File: config.mk
export PLATFORM = sky130hd
export DESIGN_NAME = c_string_literal_unescape
export DESIGN_NICKNAME = d
export VERILOG_FILES = /design/src/hdl/cslu_pkg.sv /design/src/hdl/c_string_literal_unescape.sv
export VERILOG_INCLUDE_DIRS = /design/src /design/src/hdl
export SDC_FILE = /design/constraint.sdc
export NUM_CORES = 1
export LEC_CHECK = 0
export BUFFER_PORTS_ARGS = -buffer_cell sky130_fd_sc_hd__buf_4
export CORE_UTILIZATION = 50
export CTS_BUF_LIST = sky130_fd_sc_hd__clkbuf_4 sky130_fd_sc_hd__clkbuf_8
export DETAILED_ROUTE_END_ITERATION = 10
export GPL_TIMING_DRIVEN = 0
export PLACE_DENSITY = 0.67
export SETUP_SLACK_MARGIN = 0.2
export SYNTH_ARGS = -nofsm -noshare
export SYNTH_HDL_FRONTEND = slang
export SYNTH_SLANG_ARGS = --single-unit
File: constraint.sdc
create_clock -name clk -period 9 [get_ports clk]
set_input_delay 0 -clock clk [delete_from_list [all_inputs] [get_ports clk]]
set_output_delay 0 -clock clk [all_outputs]
set_load 0.02 [all_outputs]
File: src/hdl/c_string_literal_unescape_assert.svh
// Assertion macros for the C string literal unescaper.
`ifndef C_STRING_LITERAL_UNESCAPE_ASSERT_SVH
`define C_STRING_LITERAL_UNESCAPE_ASSERT_SVH

// Same-cycle implication, checked out of reset only
`define CSLU_ASSERT(label, ante, cons, msg) \
    label: assert property (@(posedge clk) disable iff (!rst_n) (ante) |-> (cons)) \
        else $error(msg);

// Next-cycle implication, checked out of reset only
`define CSLU_ASSERT_NXT(label, ante, cons, msg) \
    label: assert property (@(posedge clk) disable iff (!rst_n) (ante) |=> (cons)) \
        else $error(msg);

`endif

File: src/hdl/cslu_pkg.sv
// Types, character codes and decode helpers for the C string literal unescaper.
package cslu_pkg;

    // Parser modes
    typedef enum logic [3:0] {
        M_START   = 4'd0,
        M_START_L = 4'd1,
        M_BODY    = 4'd2,
        M_ESC     = 4'd3,
        M_HEX0    = 4'd4,
        M_HEX     = 4'd5,
        M_OCT     = 4'd6,
        M_CLOSED  = 4'd7,
        M_CLOSE_L = 4'd8,
        M_ERR     = 4'd9
    } mode_t;

    // Result kinds, carried on tuser
    typedef enum logic [1:0] {
        KIND_DATA    = 2'd0,
        KIND_END_OK  = 2'd1,
        KIND_END_ERR = 2'd2
    } kind_t;

    // One result beat
    typedef struct packed {
        logic [7:0] data;
        kind_t      kind;
        logic       last;
    } res_t;

    localparam logic [7:0] CH_L      = 8'h4C;
    localparam logic [7:0] CH_QUOTE  = 8'h22;
    localparam logic [7:0] CH_BSLASH = 8'h5C;
    localparam logic [7:0] CH_X_LO   = 8'h78;
    localparam logic [7:0] CH_X_UP   = 8'h58;
    localparam logic [7:0] CH_U_LO   = 8'h75;
    localparam logic [7:0] CH_U_UP   = 8'h55;
    localparam logic [7:0] CH_ZERO   = 8'h30;
    localparam logic [7:0] CH_SEVEN  = 8'h37;
    localparam logic [7:0] CH_NINE   = 8'h39;

    localparam logic [9:0] OCT_LIMIT = 10'd256;

    // Hex digit value; bit 4 set when the character is a hex digit
    function automatic logic [4:0] hex_digit(logic [7:0] c);
        logic [4:0] r;
        r = 5'd0;
        if (c >= 8'h30 && c <= 8'h39)
            r = {1'b1, c[3:0]};
        else if ((c >= 8'h61 && c <= 8'h66) || (c >= 8'h41 && c <= 8'h46))
            r = {1'b1, c[3:0] + 4'd9};
        return r;
    endfunction

    // Simple escape byte; bit 8 set when the character names one
    function automatic logic [8:0] simple_esc(logic [7:0] c);
        logic [8:0] r;
        r = 9'd0;
        case (c)
            8'h6E:   r = {1'b1, 8'd10};
            8'h74:   r = {1'b1, 8'd9};
            8'h76:   r = {1'b1, 8'd11};
            8'h62:   r = {1'b1, 8'd8};
            8'h72:   r = {1'b1, 8'd13};
            8'h66:   r = {1'b1, 8'd12};
            8'h61:   r = {1'b1, 8'd7};
            8'h5C:   r = {1'b1, 8'd92};
            8'h3F:   r = {1'b1, 8'd63};
            8'h27:   r = {1'b1, 8'd39};
            8'h22:   r = {1'b1, 8'd34};
            default: r = 9'd0;
        endcase
        return r;
    endfunction

endpackage

File: src/hdl/c_string_literal_unescape.sv
// C string literal unescaper: parses literal text and emits decoded bytes.
//
// Input channel (s_*): one character per beat in s_tdata, s_tlast marks the
// final character of a literal. Output channel (m_*): decoded bytes in
// m_tdata with kind on m_tuser (data, end ok, end error); m_tlast marks the
// last result beat caused by one input beat. Each literal closes with an end
// beat carrying a zero byte and the ok or error status.
// Each input character is decoded in one pass and its zero to three results
// are loaded into a three-entry result buffer, so the first result appears
// in the cycle after the character is taken. Throughput is one character per
// cycle while each character yields at most one result and m_tready stays
// high; with more results the input is held while they leave, one per cycle.
// The next character is taken in the cycle the last buffered result leaves.
// Reset returns the parser to its start mode and empties the result buffer.
// When the receiver stalls, results stay in the buffer and s_tready drops
// until the buffer drains.
module c_string_literal_unescape
    import cslu_pkg::*;
(
    input  logic       clk,
    input  logic       rst_n,
    input  logic       s_tvalid,
    output logic       s_tready,
    input  logic [7:0] s_tdata,   // [7:0] ch
    input  logic       s_tlast,   // final_char
    output logic       m_tvalid,
    input  logic       m_tready,
    output logic [7:0] m_tdata,   // [7:0] out_byte
    output logic [1:0] m_tuser,   // [1:0] kind
    output logic       m_tlast    // run_last
);

    mode_t      mode_reg, mode_next;
    logic [9:0] esc_reg, esc_next;
    logic [1:0] dig_reg, dig_next;
    logic [1:0] count_reg, count_next;
    res_t       slot_reg [0:2];

    res_t       res [0:2];
    logic [1:0] n_res;
    logic       handled;
    logic [4:0] hx;
    logic [8:0] se;
    logic [3:0] dec;
    logic       is_dec;
    logic       ok;
    logic       s_acc;
    logic       m_acc;

    assign hx     = hex_digit(s_tdata);
    assign se     = simple_esc(s_tdata);
    assign is_dec = (s_tdata >= CH_ZERO) && (s_tdata <= CH_NINE);
    assign dec    = s_tdata[3:0];

    // Decode one character against the current parser state
    always_comb
    begin
        mode_next = mode_reg;
        esc_next  = esc_reg;
        dig_next  = dig_reg;
        n_res     = 2'd0;
        handled   = 1'b0;
        ok        = 1'b0;
        for (int i = 0; i < 3; i++)
            res[i] = '{data: 8'd0, kind: KIND_DATA, last: 1'b0};

        // Pending escape: extend it, flush it or flag an error
        if (mode_reg == M_HEX)
        begin
            if (hx[4])
            begin
                esc_next = {2'b00, esc_reg[3:0], hx[3:0]};
                handled  = 1'b1;
            end
            else
            begin
                res[n_res] = '{data: esc_reg[7:0], kind: KIND_DATA, last: 1'b0};
                n_res      = n_res + 2'd1;
                mode_next  = M_BODY;
            end
        end
        else if (mode_reg == M_OCT)
        begin
            handled = 1'b1;
            if (is_dec)
            begin
                esc_next = {esc_reg[6:0], 3'b000} + {6'd0, dec};
                dig_next = dig_reg + 2'd1;
                if (dig_next == 2'd3)
                begin
                    if (esc_next >= OCT_LIMIT)
                        mode_next = M_ERR;
                    else
                    begin
                        res[n_res] = '{data: esc_next[7:0], kind: KIND_DATA, last: 1'b0};
                        n_res      = n_res + 2'd1;
                        mode_next  = M_BODY;
                    end
                end
            end
            else if (esc_reg >= OCT_LIMIT)
                mode_next = M_ERR;
            else
            begin
                res[n_res] = '{data: esc_reg[7:0], kind: KIND_DATA, last: 1'b0};
                n_res      = n_res + 2'd1;
                mode_next  = M_BODY;
                handled    = 1'b0;
            end
        end

        // Ordinary character handling
        if (!handled)
        begin
            unique case (mode_next)
                M_START:
                begin
                    if (s_tdata == CH_L)
                        mode_next = M_START_L;
                    else if (s_tdata == CH_QUOTE)
                        mode_next = M_BODY;
                    else
                        mode_next = M_ERR;
                end
                M_START_L, M_CLOSE_L:
                    mode_next = (s_tdata == CH_QUOTE) ? M_BODY : M_ERR;
                M_CLOSED:
                begin
                    if (s_tdata == CH_L)
                        mode_next = M_CLOSE_L;
                    else if (s_tdata == CH_QUOTE)
                        mode_next = M_BODY;
                    else
                        mode_next = M_ERR;
                end
                M_BODY:
                begin
                    if (s_tdata == CH_BSLASH)
                        mode_next = M_ESC;
                    else if (s_tdata == CH_QUOTE)
                        mode_next = M_CLOSED;
                    else
                    begin
                        res[n_res] = '{data: s_tdata, kind: KIND_DATA, last: 1'b0};
                        n_res      = n_res + 2'd1;
                    end
                end
                M_ESC:
                begin
                    if (se[8])
                    begin
                        res[n_res] = '{data: se[7:0], kind: KIND_DATA, last: 1'b0};
                        n_res      = n_res + 2'd1;
                        mode_next  = M_BODY;
                    end
                    else if (s_tdata == CH_X_LO || s_tdata == CH_X_UP ||
                             s_tdata == CH_U_LO || s_tdata == CH_U_UP)
                    begin
                        esc_next  = 10'd0;
                        mode_next = M_HEX0;
                    end
                    else if (s_tdata >= CH_ZERO && s_tdata <= CH_SEVEN)
                    begin
                        esc_next  = {7'd0, s_tdata[2:0]};
                        dig_next  = 2'd1;
                        mode_next = M_OCT;
                    end
                    else
                        mode_next = M_ERR;
                end
                M_HEX0:
                begin
                    if (hx[4])
                    begin
                        esc_next  = {6'd0, hx[3:0]};
                        mode_next = M_HEX;
                    end
                    else
                        mode_next = M_ERR;
                end
                default:
                    mode_next = M_ERR;
            endcase
        end

        // Final character: flush a pending escape, then the end beat
        if (s_tlast)
        begin
            ok = (mode_next == M_CLOSED) || (mode_next == M_CLOSE_L);
            if (mode_next == M_HEX ||
                (mode_next == M_OCT && esc_next < OCT_LIMIT))
            begin
                res[n_res] = '{data: esc_next[7:0], kind: KIND_DATA, last: 1'b0};
                n_res      = n_res + 2'd1;
            end
            res[n_res] = '{data: 8'd0, kind: ok ? KIND_END_OK : KIND_END_ERR, last: 1'b0};
            n_res      = n_res + 2'd1;
            mode_next  = M_START;
            esc_next   = 10'd0;
            dig_next   = 2'd0;
        end

        if (n_res != 2'd0)
            res[n_res - 2'd1].last = 1'b1;
    end

    // Handshakes: take a character when the buffer is empty or empties this cycle
    assign m_acc    = m_tvalid && m_tready;
    assign s_tready = (count_reg == 2'd0) || (count_reg == 2'd1 && m_tready);
    assign s_acc    = s_tvalid && s_tready;

    assign m_tvalid = (count_reg != 2'd0);
    assign m_tdata  = slot_reg[0].data;
    assign m_tuser  = slot_reg[0].kind;
    assign m_tlast  = slot_reg[0].last;

    // Buffer fill level
    always_comb
    begin
        if (s_acc)
            count_next = n_res;
        else if (m_acc)
            count_next = count_reg - 2'd1;
        else
            count_next = count_reg;
    end

    // Control state
    always_ff @(posedge clk or negedge rst_n)
    begin
        if (!rst_n)
        begin
            mode_reg  <= M_START;
            esc_reg   <= 10'd0;
            dig_reg   <= 2'd0;
            count_reg <= 2'd0;
        end
        else
        begin
            count_reg <= count_next;
            if (s_acc)
            begin
                mode_reg <= mode_next;
                esc_reg  <= esc_next;
                dig_reg  <= dig_next;
            end
        end
    end

    // Result buffer: load on accept, shift on each output beat
    always_ff @(posedge clk)
    begin
        if (s_acc)
        begin
            for (int i = 0; i < 3; i++)
                slot_reg[i] <= res[i];
        end
        else if (m_acc)
        begin
            slot_reg[0] <= slot_reg[1];
            slot_reg[1] <= slot_reg[2];
        end
    end

    `include "c_string_literal_unescape_assert.svh"

    `CSLU_ASSERT(a_last_empties, m_tvalid && m_tlast, count_reg == 2'd1, "tlast beat is not the last buffered result")
    `CSLU_ASSERT(a_end_is_last, m_tvalid && m_tuser != KIND_DATA, m_tlast, "end beat without tlast")
    `CSLU_ASSERT_NXT(a_final_resets, s_acc && s_tlast, mode_reg == M_START && dig_reg == 2'd0, "parser not reset after final character")
    `CSLU_ASSERT(a_oct_digits, mode_reg == M_OCT, dig_reg == 2'd1 || dig_reg == 2'd2, "octal digit count out of range")

endmodule

==> impl_metrics.yaml, run 1 <==
setup_path:
  crit_fanout: 10
  critPathCaptureType: "flip-flop"
  path_class: "reg2reg"
  rrSetupSlack_ns: 3.51
  reg2reg_depth: 19
  critical_path_required_ns: 9.05
  cp-start-kind: "flip-flop"
  worstPathArrival_ns: 5.54
yosys:
  synth-main-ff-cell: "edfxtp_1"
  synth_top_area_cell: "edfxtp_1"
  syn-instance-count: 565
  synthXorXnorAreaFrac_pct: 1.692
  avgSynthCellArea_sq_um: 8.247
  synth_seq_cells: 51
  synth.distinct_cells: 84
  synthTopCellsByArea: "edfxtp_1 21%, dfrtp_1 9.7%, nand2_1 6.5%"
  synthAdderAreaFrac_pct: 4.565
  synth-edff-count: 33
  syn-cell-area_sq_um: 4659
  async_flop_share_pct: 35.29
  synth_top_family_by_area: "compound AO/OA/AOI/OAI gates"
  synth_warnings: 0
  netlist.area_leader.share_pct: 21.27
  synth_compound_area_share_pct: 28.01
  yosys-mux-area-fraction_pct: 1.343
  synth-seq-area-share_pct: 30.93
  syn_nets: 595
  synthSimpleGateAreaFrac_pct: 26.88
worst_hold_path:
  min_path_type: "in2async"
power_and_ir_drop:
  cellLeakagePower_nw: 1.916
  netSwitchingPower_w: 0.0003461
  powerDensity_nw_per_um2: 183.4
  finalPower_w: 0.0009393
  swShare_pct: 36.85
  seqPwrFrac_pct: 37.1
  clockPowerShare_pct: 19.9
  peakVddDrop_v: 0.0001520
  intPower_w: 0.0005932
  pwr-share-comb_pct: 43.1
timing:
  rsz0062_at_grt: "false"
  finalHoldViolCount: 0
  worst_slack_ns: 3.514
  finalSetupViolations: 0
  tightest_slew_ns: 0.9588
  slew_headroom_pct: 35.59
  fmax_ghz: 0.1823
  skew_ns: 0.007328
  tns_ns: 0
  layout_min_cycle_time_ns: 5.486
  slew_violations: 0
  period_share_pct: 60.96
floorplan:
  die_y_um: 98.54
  core_sq_um: 8891
  pin_count: 26
  initial_utilization_pct: 52.41
  die_area_sq_um: 9709
  rows: 34
  die_w_um: 98.54
grt:
  grt_pass1_wl_um: 23490
  antenna_found_initial: 0
  grt_pass1_vias: 4381
  grt-ovfl-total: 0
  grt_max_degree: 27
  grtUsageTotal_pct: 31.03
cts:
  htree_levels: 2
  cts_buffers: 5
  clock_path_buffers: 2
  clk_pin_slew_worst_paths_ns: 0.09
  clkSinkCount: 51
  tritoncts: "built"
  insertion_delay_ns: 0.30
  cts-root-buf: "clkbuf_8"
  post_cts_buffers: 0
layout:
  layout_commonest_cell: "nand2_1"
  multi_input_comb_area_sq_um: 2912
  seqCellArea_sq_um: 1441
  nets: 627
  diodes: 0
  largest_reg_flops: 33
  fillCellCount: 854
  fin_util_pct: 57.60
  fin_area_sq_um: 5121
  layout_common_cells: "81 x nand2_1, 47 x o21ai_0, 46 x nor2_1"
  syn_to_final_growth_pct: 9.909
  post_route_cells_drive_above_1_share_pct: 14.38
status:
  status: "complete, but fails checks"
  violations: "DRC"
routing:
  viasPerCell: 6.683
  wl_per_cell_um: 20.86
  drc: 1
  dr.pass1.iters: 10
  drt-initial-drc-count: 552
  postRouteAntennaNets: 0
  vias: 4718
  wirelength_um: 14730
job:
  cap_violations: 0
placed_design:
  gp_congestion: 0.9169
  place_ws_ns: 3.615
  dpl.hpwl_um: 11090
  dpl_cell_area_sq_um: 4975
  portBuffers: 24
-- metrics by stage --
step / hold WS (ns) / std cells
CTS: 0.1078 / 706
global placement: -0.1160 / 697
finish: 0.09361 / 706
global route: 0.1172 / 706
floorplan: -0.2956 / 565
detailed placement: -0.1146 / 697
-- logic make-up after synthesis --
group	Yosys count
buf+inv	59
simple gates	236
xor+xnor	9
flops	51
fa+ha+maj	17
compound gates	187
mux	6
-- layout make-up --
| class | count | share of cell area [%] |
|---|---|---|
| plain buffers | 43 | 4.813 |
| repair buffers | 25 | 3.714 |
| clock buffers | 5 | 1.344 |
| multi-input cells | 455 | 56.85 |
| inverters | 16 | 1.173 |
| clock inverters | 3 | 1.319 |
| well taps | 108 | 2.639 |
| flip-flops and latches | 51 | 28.15 |
-- what timing repair did --
action | CTS | global route
endpoints found under the hold margin | 18 | 0
resized for setup | 0 | 0
hold buffers | 1 | 0
-- synth_stat cells, types with 4 or more instances --
cell and n:
a21o_1 6, a21oi_1 32, a221o_1 6, a22o_1 7, a22oi_1 10, a31oi_1 5
and2_1 4, and3_1 13, buf_2 11, buf_4 15, clkbuf_1 13, dfrtp_1 18
edfxtp_1 33, ha_1 17, inv_1 15, mux2i_1 4, nand2_1 81, nand2b_1 4
nand3_1 20, nor2_1 46, nor2b_1 6, nor3_1 17, nor4b_1 7, o2111ai_1 4
o211ai_1 9, o21ai_0 47, o22ai_1 6, o31ai_1 10, or2_2 4, xnor2_1 6
-- path summary, 6_finish.rpt --
path                            start               to
min                             rst_n       esc_reg[0]
min in group clk              s_tlast     count_reg[0]
max in group asynchronous       rst_n       dig_reg[1]
min reg2reg                esc_reg[7]       esc_reg[7]
max reg2reg                esc_reg[0]  slot_reg[0][10]
max                        esc_reg[0]  slot_reg[0][10]
-- critical path, stage by stage (launching register included) --
cell and delay (ns):
dfrtp_1 0.49, ha_1 0.29, ha_1 0.26, xor2_1 0.18, or4_4 0.50, nand2_1 0.14
a31oi_1 0.09, o21ai_0 0.57, ha_1 0.35, and2_0 0.13, a221o_1 0.44, buf_4 0.22
ha_1 0.28, nor2_1 0.05, a21oi_1 0.20, ha_1 0.40, and2_1 0.24, nor2_1 0.12
a22oi_1 0.19, o31ai_1 0.09
-- power groups by stage --
| stage | registers (W) | logic (W) | clock network, W |
|---|---|---|---|
| after floorplan | 0.000349 | 0.000280 | 0 |
| after global placement | 0.000351 | 0.000393 | 0 |
| after detailed placement | 0.000353 | 0.000400 | 0 |
| after CTS | 0.000348 | 0.000402 | 0.000189 |
| after global routing | 0.000353 | 0.000441 | 0.000199 |
| final | 0.000348 | 0.000404 | 0.000187 |
-- per-layer routing --
| metal | vias to the layer above | share of wire [%] | global-route usage, % |
|---|---|---|---|
| li1 | 2192 | - | - |
| met1 | 2281 | 45 | 44.70 |
| met2 | 220 | 46 | 48.97 |
| met3 | 25 | 7.3 | 4.255 |
| met4 | 0 | 2.0 | 8.381 |
| met5 | - | 0 | 0 |
(Power assumes the default switching activity.)
==> run 2: changes to the inputs <==
--- a/config.mk
+++ b/config.mk
@@ -11,7 +11,7 @@
 export CTS_BUF_LIST = sky130_fd_sc_hd__clkbuf_4 sky130_fd_sc_hd__clkbuf_8
 export DETAILED_ROUTE_END_ITERATION = 10
 export GPL_TIMING_DRIVEN = 0
-export PLACE_DENSITY = 0.67
+export PLACE_DENSITY = 0.7
 export SETUP_SLACK_MARGIN = 0.2
 export SYNTH_ARGS = -nofsm -noshare
 export SYNTH_HDL_FRONTEND = slang
==> constraint.sdc (replaced) <==
create_clock -name clk -period 4.75 [get_ports clk]
set_input_delay 0 -clock clk [delete_from_list [all_inputs] [get_ports clk]]
set_output_delay 0 -clock clk [all_outputs]
set_load 0.02 [all_outputs]
==> impl_metrics.yaml, run 2 (synthesized netlist as in run 1, its figures left out) <==
status:
  status: "complete, but fails checks"
  violations: "DRC"
cts:
  cts_buffers: 5
  cts-root-buf: "clkbuf_8"
  tritoncts: "built"
  clock_path_buffers: 2
  htree_levels: 2
  clkSinkCount: 51
  clk_pin_slew_worst_paths_ns: 0.10
  insertion_delay_ns: 0.31
layout:
  largest_reg_flops: 33
  nets: 642
  layout_common_cells: "79 x nand2_1, 53 x buf_4, 46 x o21ai_0"
  diodes: 0
  multi_input_comb_area_sq_um: 3018
  fillCellCount: 795
  seqCellArea_sq_um: 1443
  post_route_cells_drive_above_1_share_pct: 19.09
  fin_area_sq_um: 5348
  syn_to_final_growth_pct: 14.77
  layout_commonest_cell: "nand2_1"
floorplan:
  core_sq_um: 8891
  initial_utilization_pct: 52.41
  rows: 34
  die_area_sq_um: 9709
  die_y_um: 98.54
  die_w_um: 98.54
  pin_count: 26
grt:
  grt_max_degree: 27
  grtUsageTotal_pct: 30.91
  antenna_found_initial: 0
  grt_pass1_vias: 4427
  grt-ovfl-total: 0
  grt_pass1_wl_um: 23270
timing:
  timing.hold.ws_ns: 0.09146
  rsz0062_at_grt: "false"
  period_share_pct: 92.82
  finalHoldViolCount: 0
  finalSetupViolations: 0
  fmax_ghz: 0.2268
  tightest_slew_ns: 0.9315
  slew_violations: 0
  layout_min_cycle_time_ns: 4.409
  skew_ns: 0.007408
  slew_headroom_pct: 37.42
setup_path:
  cpMaxStageDelayCell: "or4_4"
  crit_fanout: 5
  worstPathArrival_ns: 4.47
  r2r-end: "slot_reg[0][11]"
  critical_path_required_ns: 4.81
  crit_chain: "ha_4 -> ha_2 -> xor2_1 -> or4_4 -> nand2_4 -> a31oi_1 -> o21ai_2 -> ha_1 -> and2_0 -> a221o_1 -> buf_6 -> ha_1 -> nor2_2 -> a21oi_1 -> ha_1 -> mux2i_4 -> and3_4 -> a221o_1"
  rrSetupSlack_ns: 0.34
  cp-start-kind: "flip-flop"
  crit_path_frequent_cell: "ha_1"
  reg2reg_depth: 18
  worstReg2RegStart: "esc_reg[0]"
  path_class: "reg2reg"
  max_stage_delay_ns: 0.46
  critPathCaptureType: "flip-flop"
power_and_ir_drop:
  powerDensity_nw_per_um2: 336.4
  peakVddDrop_v: 0.0003097
  finalPower_w: 0.001799
  cellLeakagePower_nw: 2.002
placed_design:
  gp_congestion: 0.9185
  dpl.hpwl_um: 11050
  portBuffers: 24
  dpl_cell_area_sq_um: 4975
routing:
  dr.pass1.iters: 11
  vias: 4769
  drt-initial-drc-count: 433
  postRouteAntennaNets: 0
  wl_per_cell_um: 20.42
  viasPerCell: 6.614
  drc: 1
  wirelength_um: 14730
job:
  cap_violations: 0
worst_hold_path:
  min_path_type: "in2async"
-- run 2: area by class of cell --
class / count / share of cell area [%]
clock buffers: 5 / 1.287
well taps: 108 / 2.527
clock inverters: 3 / 1.263
flip-flops and latches: 51 / 26.98
repair buffers: 40 / 5.662
plain buffers: 43 / 4.726
multi-input cells: 455 / 56.43
inverters: 16 / 1.123
-- run 2: how the worst max path moves through the flow --
| stage | slack [ns] | end | cells past startpoint | from |
|---|---|---|---|---|
| 6_report | 0.34 | slot_reg[0][11] | 18 | esc_reg[0] |
| 4_1_cts | 0.21 | slot_reg[0][11] | 18 | esc_reg[0] |
| 2_1_floorplan | 0.29 | slot_reg[0][11] | 18 | esc_reg[0] |
| 3_3_place_gp | -0.31 | slot_reg[0][10] | 18 | esc_reg[0] |
| 5_1_grt | 0.20 | slot_reg[0][11] | 18 | esc_reg[0] |
| 3_5_place_dp | -0.39 | slot_reg[0][5] | 19 | esc_reg[0] |
-- run 2: power breakdown --
part,internal [W],switching (W)
combinational,0.000297,0.000482
sequential,0.000620,0.0000395
clock,0.000210,0.000150
-- run 2: per-stage QoR --
stage	worst slack [ns]	TNS [ns]	std cells	util, %
floorplan	0.2935	0	565	-
finish	0.3408	0	721	60.15
CTS	0.2078	0	712	58.60
global placement	-0.3068	-4.266	697	55.95
global route	0.1971	0	721	60.15
detailed placement	-0.3931	-6.533	697	55.95
-- run 2: routing by layer --
layer	part of all wire, %	track usage (%)	wire (um)
met1	44	43.87	6537
met2	45	48.75	6697
met5	0	0	0
met3	8.1	4.823	1195
met4	2.0	9.070	295
-- run 2: worst max-delay path, delay by kind of cell, from the launching register on --
family	cells	cell delay, ns
adder cells (fa/ha/maj)	5	1.28
multiplexers	1	0.10
buffers and inverters	1	0.15
AND/OR/NAND/NOR	5	0.98
AO/OA/AOI/OAI	5	1.03
flip-flops	1	0.45
XOR/XNOR	1	0.16
-- run 2: repair_timing --
action | CTS | global route
gates cloned | 0 | 0
setup buffers | 6 | 9
gates resized for setup | 12 | 14
setup endpoints to repair | 34 | 29
pin swaps | 4 | 10
hold endpoints to repair | 18 | 0
hold buffers | 1 | 0
==> run 3: changes to the inputs <==
--- a/config.mk
+++ b/config.mk
@@ -11,7 +11,7 @@
 export CTS_BUF_LIST = sky130_fd_sc_hd__clkbuf_4 sky130_fd_sc_hd__clkbuf_8
 export DETAILED_ROUTE_END_ITERATION = 10
 export GPL_TIMING_DRIVEN = 0
-export PLACE_DENSITY = 0.7
+export PLACE_DENSITY_LB_ADDON = 0.12
 export SETUP_SLACK_MARGIN = 0.2
 export SYNTH_ARGS = -nofsm -noshare
 export SYNTH_HDL_FRONTEND = slang
==> constraint.sdc (replaced) <==
create_clock -name clk -period 4.75 [get_ports clk]
set_input_delay 0 -clock clk [delete_from_list [all_inputs] [get_ports clk]]
set_output_delay 0 -clock clk [all_outputs]
set_load 0.05 [all_outputs]
==> impl_metrics.yaml, run 3 (synthesized netlist as in run 1, its figures left out) <==
floorplan:
  die_y_um: 98.54
  rows: 34
  initial_utilization_pct: 52.41
  pin_count: 26
  die_area_sq_um: 9709
  die_w_um: 98.54
  core_sq_um: 8891
grt:
  grt_max_degree: 27
  grt_pass1_vias: 4438
  antenna_found_initial: 0
  grt-ovfl-total: 0
  grtUsageTotal_pct: 31.02
  grt_pass1_wl_um: 23460
timing:
  period_share_pct: 94.49
  layout_min_cycle_time_ns: 4.488
  rsz0062_at_grt: "true"
  finalSetupViolations: 0
  fmax_ghz: 0.2228
  worst_slack_ns: 0.2619
  finalHoldViolCount: 0
  tns_ns: 0
  slew_violations: 0
  skew_ns: 0.01253
  tightest_slew_ns: 0.9948
  slew_headroom_pct: 33.17
routing:
  m1WireLength_um: 6334
  drt-initial-drc-count: 557
  wl_per_cell_um: 20.72
  route.met2.wl_um: 6922
  dr.pass1.iters: 7
  wirelength_um: 14880
  vias: 4791
  top_layer_used: "met4"
  dr_wl_met3_um: 1380
  viasPerCell: 6.673
  postRouteAntennaNets: 0
  drc: 0
layout:
  fin_util_pct: 60.23
  largest_reg_flops: 33
  layout_common_cells: "78 x nand2_1, 50 x buf_4, 45 x o21ai_0"
  syn_to_final_growth_pct: 14.93
  diodes: 0
  layout_commonest_cell: "nand2_1"
  seqCellArea_sq_um: 1443
  fin_area_sq_um: 5355
  nets: 639
  multi_input_comb_area_sq_um: 3087
  fillCellCount: 816
  post_route_cells_drive_above_1_share_pct: 21.15
status:
  status: "completed"
setup_path:
  critical_path_required_ns: 4.82
  worstReg2RegStart: "esc_reg[0]"
  crit_start: "esc_reg[0]"
  worstPathArrival_ns: 4.56
  crit_fanout: 10
  critPathCaptureType: "flip-flop"
  cp-start-kind: "flip-flop"
  path_class: "reg2reg"
power_and_ir_drop:
  cellLeakagePower_nw: 1.985
  powerDensity_nw_per_um2: 341.8
  peakVddDrop_v: 0.0002860
placed_design:
  place_ws_ns: -0.4534
  portBuffers: 24
  dpl.hpwl_um: 10910
  dpl_cell_area_sq_um: 4975
  gp_congestion: 0.9328
cts:
  tritoncts: "built"
  clk_pin_slew_worst_paths_ns: 0.11
  cts-root-buf: "clkbuf_8"
  htree_levels: 2
  cts_buffers: 5
  insertion_delay_ns: 0.32
  clkSinkCount: 51
  clock_path_buffers: 2
job:
  cap_violations: 0
worst_hold_path:
  min_path_type: "in2async"
==> run 3: cell types whose count changed in the layout (fill, tap and decap cells not counted), sizes merged <==
cell	delta
buf	-4
bufinv	-2
clkbuf	+1
clkinvlp	+1
inv	+1
==> run 3: power by group <==
group          total [W]  internal (W)  leakage, nW  switching, W
combinational   0.000905      0.000306         1.37      0.000599
clock           0.000265      0.000106       0.0408      0.000159
sequential      0.000660      0.000620        0.574     0.0000405
==> run 3: final cells by class <==
class | instances | area share, %
Multi-Input combinational cell | 455 | 57.64
Sequential cell | 51 | 26.94
Timing Repair Buffer | 37 | 5.234
Buffer | 43 | 4.813
Tap cell | 108 | 2.523
Clock buffer | 5 | 1.285
Inverter | 16 | 1.121
Clock inverter | 3 | 0.4439
==> run 3: critical path: stages, from the launching register on <==
cell	delay [ns]
dfrtp_2	0.45
ha_4	0.19
ha_2	0.20
xor2_1	0.16
or4_4	0.51
nand2_2	0.11
a31oi_1	0.10
o21ai_2	0.18
ha_1	0.25
and2_0	0.13
a221o_2	0.41
buf_8	0.17
ha_1	0.30
nor2_2	0.14
a21oi_2	0.08
ha_4	0.29
mux2i_4	0.09
and3_4	0.21
a221o_1	0.26
==> run 3: path summary, 6_finish.rpt <==
path,end,slack (ns),depth (start not counted)
max,slot_reg[0][11],0.26,18
min,esc_reg[1],0.07,2
max reg2reg,slot_reg[0][11],0.26,18
min reg2reg,slot_reg[0][18],0.53,2
max in group asynchronous,esc_reg[7],4.47,2
min in group clk,count_reg[0],0.19,4
==> run 3: metrics by stage <==
stage	hold WS [ns]	std cells	power [W]
6_report	0.06746	718	0.001830
5_1_grt	0.08507	718	0.001923
4_1_cts	0.07658	713	0.001807
3_5_place_dp	-0.1159	697	0.001540
2_1_floorplan	-0.2956	565	0.001304
3_3_place_gp	-0.1181	697	0.001520
==> run 3: what timing repair did <==
| item | in CTS | in global routing |
|---|---|---|
| resized for setup | 14 | 29 |
| hold endpoints to repair | 18 | 0 |
| endpoints found under the setup margin | 34 | 34 |
| buffers inserted | 7 | 5 |
| pin swaps | 5 | 13 |
| hold buffers | 1 | 0 |
| gates cloned | 0 | 0 |
==> run 3: layer usage <==
metal	track usage, %	up-vias
met5	0	-
met4	8.611	0
met3	4.255	21
met2	50.05	246
met1	43.68	2300
li1	-	2224
